**src/rtl/lph_pkg.sv**
```systemverilog
`timescale 1ns / 1ps

package lph_pkg;

    localparam int KEY_W    = 31;
    localparam int PID_W    = 31;
    localparam int TIME_W   = 32;
    localparam int TYPE_W   = 8;
    localparam int REC_W    = PID_W + TIME_W + TYPE_W;
    localparam int CMD_W    = 2;
    localparam int STATUS_W = 3;
    localparam int SLOT_W   = 6;
    localparam int ENTRY_W  = 7;

    localparam logic [CMD_W-1:0] CMD_INSERT = 2'd0;
    localparam logic [CMD_W-1:0] CMD_LOOKUP = 2'd1;
    localparam logic [CMD_W-1:0] CMD_DELETE = 2'd2;

    localparam logic [STATUS_W-1:0] ST_INSERTED = 3'd0;
    localparam logic [STATUS_W-1:0] ST_UPDATED  = 3'd1;
    localparam logic [STATUS_W-1:0] ST_FULL     = 3'd2;
    localparam logic [STATUS_W-1:0] ST_FOUND    = 3'd3;
    localparam logic [STATUS_W-1:0] ST_MISSING  = 3'd4;
    localparam logic [STATUS_W-1:0] ST_DELETED  = 3'd5;

    typedef enum logic [2:0] {
        S_CLEAR,
        S_IDLE,
        S_HASH,
        S_READ,
        S_CHECK
    } t_state;

    typedef struct packed {
        logic key_we;
        logic key_vld;
        logic rec_we;
    } t_wr_ctl;

endpackage

```
**src/rtl/lph_mod_unit.sv**
```systemverilog
`timescale 1ns / 1ps

module lph_mod_unit #(
    parameter int TABLE_SIZE = 64
) (
    input  logic                          i_clk,
    input  logic                          i_rst_n,
    input  logic                          i_start,
    input  logic [lph_pkg::KEY_W-1:0]     i_key,
    output logic                          o_done,
    output logic [$clog2(TABLE_SIZE)-1:0] o_rem
);

    localparam int IDX_W   = $clog2(TABLE_SIZE);
    localparam int SHIFT   = lph_pkg::KEY_W + IDX_W;
    localparam int RECIP_W = lph_pkg::KEY_W + 1;
    localparam int PROD_W  = lph_pkg::KEY_W + RECIP_W;
    localparam logic [63:0] RECIP_FULL =
        ((64'd1 << SHIFT) + 64'(TABLE_SIZE) - 64'd1) / 64'(TABLE_SIZE);
    localparam logic [RECIP_W-1:0] RECIP  = RECIP_W'(RECIP_FULL);
    localparam logic [IDX_W-1:0]   DIV_LO = IDX_W'(TABLE_SIZE);

    logic                        r_v_key, r_v_prod, r_v_rem;
    logic [lph_pkg::KEY_W-1:0]   r_key;
    logic [PROD_W-1:0]           r_prod;
    logic [IDX_W-1:0]            r_rem;
    logic [IDX_W-1:0]            w_quot_lo;
    logic [IDX_W-1:0]            w_qm_lo;

    // quotient by rounded-up reciprocal, exact for every key width value
    // remainder needs only the low bits of key and quotient times size
    assign w_quot_lo = r_prod[SHIFT +: IDX_W];
    assign w_qm_lo   = IDX_W'(w_quot_lo * DIV_LO);

    always_ff @(posedge i_clk) begin
        if (!i_rst_n) begin
            r_v_key  <= 1'b0;
            r_v_prod <= 1'b0;
            r_v_rem  <= 1'b0;
        end else begin
            r_v_key  <= i_start;
            r_v_prod <= r_v_key;
            r_v_rem  <= r_v_prod;
        end
        if (i_start) begin
            r_key <= i_key;
        end
        r_prod <= r_key * RECIP;
        r_rem  <= r_key[IDX_W-1:0] - w_qm_lo;
    end

    assign o_done = r_v_rem;
    assign o_rem  = r_rem;

endmodule

```
**config.mk**
```make
export PLATFORM = sky130hd
export DESIGN_NAME = lph_mod_unit
export DESIGN_NICKNAME = d
export VERILOG_FILES = /design/src/rtl/lph_pkg.sv /design/src/rtl/lph_mod_unit.sv
export SDC_FILE = /design/constraint.sdc
export NUM_CORES = 1
export LEC_CHECK = 0
export BUFFER_PORTS_ARGS = -buffer_cell sky130_fd_sc_hd__buf_2
export CORE_AREA = 2 2 39 41
export CTS_CLUSTER_SIZE = 12
export DETAILED_ROUTE_END_ITERATION = 12
export DIE_AREA = 0 0 41 43
export PLACE_DENSITY = 0.68
export RECOVER_POWER = 100
export SLEW_MARGIN = 20
export SYNTH_ARGS = -nofsm -noshare
export SYNTH_HDL_FRONTEND = slang
export SYNTH_SLANG_ARGS = --single-unit
```
**constraint.sdc**
```tcl
create_clock -name i_clk -period 1.6 [get_ports i_clk]
set_input_delay 0.24 -clock i_clk [delete_from_list [all_inputs] [get_ports i_clk]]
set_output_delay 0.24 -clock i_clk [all_outputs]
set_load 0.01 [all_outputs]
```
==> results of run 1 <==
==> layout make-up <==
class / instances / area, um^2
fillers: 140 / 892.1
flip-flops and latches: 15 / 360.3
repair buffers: 15 / 65.06
clock buffers: 3 / 22.52
well taps: 16 / 20.02
multi-input cells: 3 / 18.77
clock inverters: 1 / 5.005
==> metal layers <==
layer	track usage [%]	vias up
met5	0	-
met4	2.000	0
met3	11.52	0
met2	10.00	19
met1	7.823	88
li1	-	98
==> through the flow <==
step / util (%) / instances
3_5_place_dp: 34.27 / 49
6_report: 35.53 / 53
5_1_grt: 35.53 / 53
4_1_cts: 36.26 / 53
3_3_place_gp: 34.27 / 49
2_1_floorplan: - / 18
==> state kept, by name, indices dropped and copies added, names as in the netlist <==
register  count
o_done        1
o_rem         6
r_v_key       1
r_key         6
r_v_prod      1
==> cell usage in the layout (no fill, tap or decap) <==
cell | synthesis | routed
edfxtp_1 | 6 | 6
clkbuf_1 | 0 | 8
clkbuf_4 | 0 | 3
and2_1 | 3 | 3
buf_2 | 0 | 7
dfxtp_1 | 9 | 9
clkinv_2 | 0 | 1
==> where the power goes <==
part | total [mW] | internal [mW] | switching (mW)
clock | 0.208 | 0.0928 | 0.116
sequential | 0.431 | 0.425 | 0.00572
combinational | 0.0299 | 0.0127 | 0.0172
==> how the worst max path moves through the flow <==
| stage | start | to | slack (ns) | cells after the start |
|---|---|---|---|---|
| floorplan | o_done | o_done | 1.03 | 0 |
| global placement | i_start | r_key[1] | 0.89 | 1 |
| detailed placement | i_start | r_key[3] | 0.88 | 1 |
| CTS | o_rem[5] | o_rem[5] | 0.63 | 1 |
| global route | o_done | o_done | 0.55 | 1 |
| finish | o_rem[5] | o_rem[5] | 0.62 | 1 |
==> cells by family (layout without fill, tap and decap cells) <==
| family | after synthesis | after routing |
|---|---|---|
| flops | 15 | 15 |
| buf+inv | 0 | 19 |
| simple gates | 3 | 3 |
==> summary.txt, run 1 <==
CTS
  – Worst-case clock buffer depth: 2
  – H-tree depth: 1
  – Post-CTS Resized: 0
  – Reg clk slew, reported paths: 0.09 ns
  – Post-CTS Setup Inserts: 0
  – # hold bufs at CTS: 0
  – CTS buffer count: 3
  – CTS tree: built
  – CTS sink cnt: 15
  – CTS root buffer: clkbuf_4
  – Worst skew pair latency: about 0.28 ns

Synthesis
  – Simple-gate share of the synthesized area: 4.950%
  – Proportion of synthesized area in mux cells: 0%
  – Largest cells by area after synthesis: dfxtp_1 (48%), edfxtp_1 (48%), and2_1 (5.0%)
  – Post-synth top area cell: dfxtp_1
  – Synth Area in Adders: 0%
  – Main combinational cell family by area after synthesis: simple AND/OR/NAND/NOR gates
  – Syn_area_per_cell: 21.06 um^2
  – Register area share after synthesis: 95.05%
  – Most common library cells after synthesis: dfxtp_1 (9), edfxtp_1 (6), and2_1 (3)
  – Most frequent cell after synthesis: dfxtp_1
  – Seq cells post-synth: 15
  – Post-Syn Nets: 52
  – Synth Area in XOR/XNOR: 0%
  – Mapped cell area: 379.1 um^2
  – EDFF count, synth: 6
  – Synth cell types: 3
  – Post-synth top area share: a little under half
  – Yosys warnings: 0
  – Primary FF master, synth: dfxtp_1
  – Compound-Gate Fraction of Synth Area: 0%
  – Asr flop ratio synth: 0%
  – Gate count of the mapped netlist: 18

Critical path
  – Critical Path Max Stage Delay: 0.32 ns
  – Crit Path Class: flip-flop to output pin
  – Reg2reg start: r_v_prod
  – Crit Path Max Fanout: 1
  – CP Cell Sequence: clkbuf_1
  – Setup crit start kind: flip-flop
  – Reg2Reg Setup Slack: 1.05 ns
  – FF-to-FF End: o_done
  – WP data required: 1.36 ns
  – CP Capture Type: output pin
  – FF-to-FF path depth: 1
  – CP top delay family: flip-flops
  – Critical Path AT: ~0.74 ns
  – Slowest CP cell: dfxtp_1
  – Buf/Inv on CP: 1

Status
  – Status: finished clean

Routing
  – DR top layer: met3
  – Drt total wl: 567 um
  – Wire per inst: around 11 um
  – Via density per instance: 3.868
  – Vias post-DR: 205
  – Residual DRC: 0
  – Detailed Route Iter0 Violations: 3
  – DRT Pass-1 Iters: 3
  – Wl on met1: 219 um
  – ANT nets after route: 0
  – DR WL met3: 134 um
  – DR WL met2: 213 um

Finish
  – Final instance area: 491.7 um^2
  – Inserted Diodes: 0
  – Layout area overhead: 29.70%
  – Nets: 72
  – Layout cell share with drive strength beyond 1: 29.73%

Flow run
  – Max Cap Viol: 0

Timing
  – RSZ-0062 raised after global routing: false
  – FMAX: 1019 MHz
  – Slew Limit Fails: 0
  – Shortest period the worst path allows: 0.9815 ns
  – Clk_skew: 0.005242 ns
  – Fin crit share: 61.35%
  – Setup tns final: 0 ns
  – Slew Limit Headroom: between 70 and 80%
  – Final hold vios: 0
  – Setup violations, final: 0
  – Worst setup margin: 0.6185 ns
  – Worst hold margin: approximately 0.13 ns
  – Worst-Margin Slew: 0.3591 ns

Global route
  – Total congestion overflow: 0
  – Initial antenna violation count: 0
  – Total track usage: 8.172%
  – Global-route wire length before repair: around 860 um
  – Vias in the first global route: 216
  – Largest net degree at the start of global routing: 10

Floorplanning
  – Die Y: approximately 43 um
  – I/O pins: 41
  – Rows: 14
  – Die X-Extent: 41 um
  – Core area: between 1000 and 1500 um^2
  – Die Footprint: 1763 um^2
  – Initial Util: 27.40%

Place
  – Buffers on Ports: 15
  – Area after DPL: around 470 um^2
  – Placer Congestion: 0.5853
  – Hpwl dp: a little over 400 um
  – Worst slack, placed: 0.8791 ns

Pwr
  – Leakage: 0.1972 nW
  – Cell area power density: ~1400 nW/um^2
  – Tot Pwr: 0.6693 mW
  – Maximum vdd drop: ~0.53 mV

Worst hold path
  – Hold EP: r_key[1]
  – Hold Crit Class: primary input to flip-flop
  – Hold path start: i_key[1]
  – Hold Crit Depth: 1
Power figures use the tool's default switching activity.
==> inputs of run 2 (changes only) <==
==> constraint.sdc (replaced) <==
create_clock -name i_clk -period 0.93 [get_ports i_clk]
set_input_delay 0.1395 -clock i_clk [delete_from_list [all_inputs] [get_ports i_clk]]
set_output_delay 0.1395 -clock i_clk [all_outputs]
set_load 0.01 [all_outputs]
==> summary.txt, run 2 (synthesis gave the netlist of run 1 again) <==
Global route
  – Initial antenna violation count: 0
  – Total congestion overflow: 0
  – Total track usage: just over 8%
  – Global-route wire length before repair: 855 um
  – Largest net degree at the start of global routing: 10
  – Vias in the first global route: 216

CTS
  – # hold bufs at CTS: 0
  – CTS tree: built
  – CTS root buffer: clkbuf_4
  – CTS buffer count: 3
  – Worst skew pair latency: 0.28 ns
  – Post-CTS Setup Inserts: 0
  – Post-CTS Resized: 0
  – Reg clk slew, reported paths: 0.09 ns
  – H-tree depth: 1
  – Worst-case clock buffer depth: 2
  – CTS sink cnt: 15

Routing
  – Residual DRC: 0
  – Wl on met1: roughly 220 um
  – Drt total wl: 561 um
  – DR top layer: met3
  – Wire per inst: 10.58 um
  – Vias post-DR: 205
  – ANT nets after route: 0
  – DRT Pass-1 Iters: 3
  – DR WL met3: 123 um
  – Via density per instance: 3.868
  – DR WL met2: 214 um
  – Detailed Route Iter0 Violations: 3

Critical path
  – Crit Path Class: flip-flop to output pin
  – Critical Path AT: around 0.73 ns
  – Setup crit start kind: flip-flop
  – CP Cell Sequence: clkbuf_1
  – Buf/Inv on CP: 1
  – Reg2Reg Setup Slack: 0.38 ns
  – FF-to-FF End: o_done
  – Crit Path Max Fanout: 1
  – WP data required: 0.79 ns
  – FF-to-FF path depth: 1
  – Critical Path Max Stage Delay: 0.31 ns
  – Reg2reg start: r_v_prod
  – CP top delay family: flip-flops
  – Slowest CP cell: dfxtp_1
  – CP Capture Type: output pin

Worst hold path
  – Hold EP: r_key[1]
  – Hold Crit Class: primary input to flip-flop
  – Hold path start: i_key[1]
  – Hold Crit Depth: 1

Finish
  – Layout area overhead: 31.35%
  – Commonest non-fill, non-tap cell in the layout: dfxtp_1
  – Layout cell share with drive strength beyond 1: 43.24%
  – Commonest cells after routing, fill and taps aside: dfxtp_1 (9), buf_2 (8), edfxtp_1 (6)
  – Inserted Diodes: 0
  – Non-filler cells, final: 53
  – Nets: just over 70

Pwr
  – Leakage: around 0.21 nW
  – Maximum vdd drop: 0.9087 mV
  – Cell area power density: 2319 nW/um^2

Timing
  – Worst-Margin Slew: 0.3591 ns
  – Worst setup margin: approximately 0.056 ns
  – FMAX: 1145 MHz
  – Final hold vios: 0
  – Clk_skew: ~0.0052 ns
  – Setup tns final: 0 ns
  – Fin crit share: 93.94%
  – RSZ-0062 raised after global routing: false
  – Setup violations, final: 0
  – Shortest period the worst path allows: just under 0.9 ns
  – Slew Limit Fails: 0
  – Slew Limit Headroom: approximately three quarters

Place
  – Placer Congestion: 0.5853
  – Buffers on Ports: 15
  – Placed cell count: 49
  – Worst slack, placed: between 0.3 and 0.4 ns
  – Hpwl dp: 411.1 um

Floorplanning
  – Initial Util: 27.40%
  – Die Y: 43 um
  – Die X-Extent: 41 um
  – Die Footprint: 1763 um^2
  – Rows: 14
  – Core area: 1384 um^2
  – I/O pins: 41

Status
  – Status: finished clean

Flow run
  – Max Cap Viol: 0
[run 2: layout make-up]
type | count | area [um^2]
Clock buffer | 3 | 22.52
Clock inverter | 1 | 5.005
Fill cell | 140 | 885.9
Multi-Input combinational cell | 3 | 18.77
Sequential cell | 15 | 360.3
Tap cell | 16 | 20.02
Timing Repair Buffer | 15 | 71.32
[run 2: power by group]
group | internal, mW | leakage (nW) | switching, mW | total [mW]
Clock | 0.160 | 0.0177 | 0.199 | 0.359
Combinational | 0.0257 | 0.0605 | 0.0293 | 0.0550
Sequential | 0.732 | 0.134 | 0.00978 | 0.741
[run 2: how the worst max path moves through the flow]
stage | start | to | slack [ns] | cells after the start
4_1_cts | o_rem[5] | o_rem[5] | 0.06 | 1
6_report | o_rem[0] | o_rem[0] | 0.06 | 1
5_1_grt | o_rem[3] | o_rem[3] | 0.01 | 1
3_5_place_dp | i_start | r_key[3] | 0.31 | 1
2_1_floorplan | r_v_prod | o_done | 0.41 | 1
3_3_place_gp | i_start | r_key[1] | 0.32 | 1
[run 2: metrics by stage]
step	utilization (%)	hold WS, ns	instance area (um^2)	power, mW
final	35.99	0.02710	498.0	1.155
after global routing	35.99	0.004926	498.0	1.217
after CTS	36.26	0.01244	501.7	1.183
after detailed placement	34.27	0.3191	474.2	0.8156
after global placement	34.27	0.3169	474.2	0.8123
after floorplan	-	0.2384	379.1	0.7707
[run 2: metal layers]
metal  track usage [%]  vias up
met5                 0        -
met2             10.00       19
met4             2.000        0
met1             7.823       88
met3             11.52        0
li1                  -       98
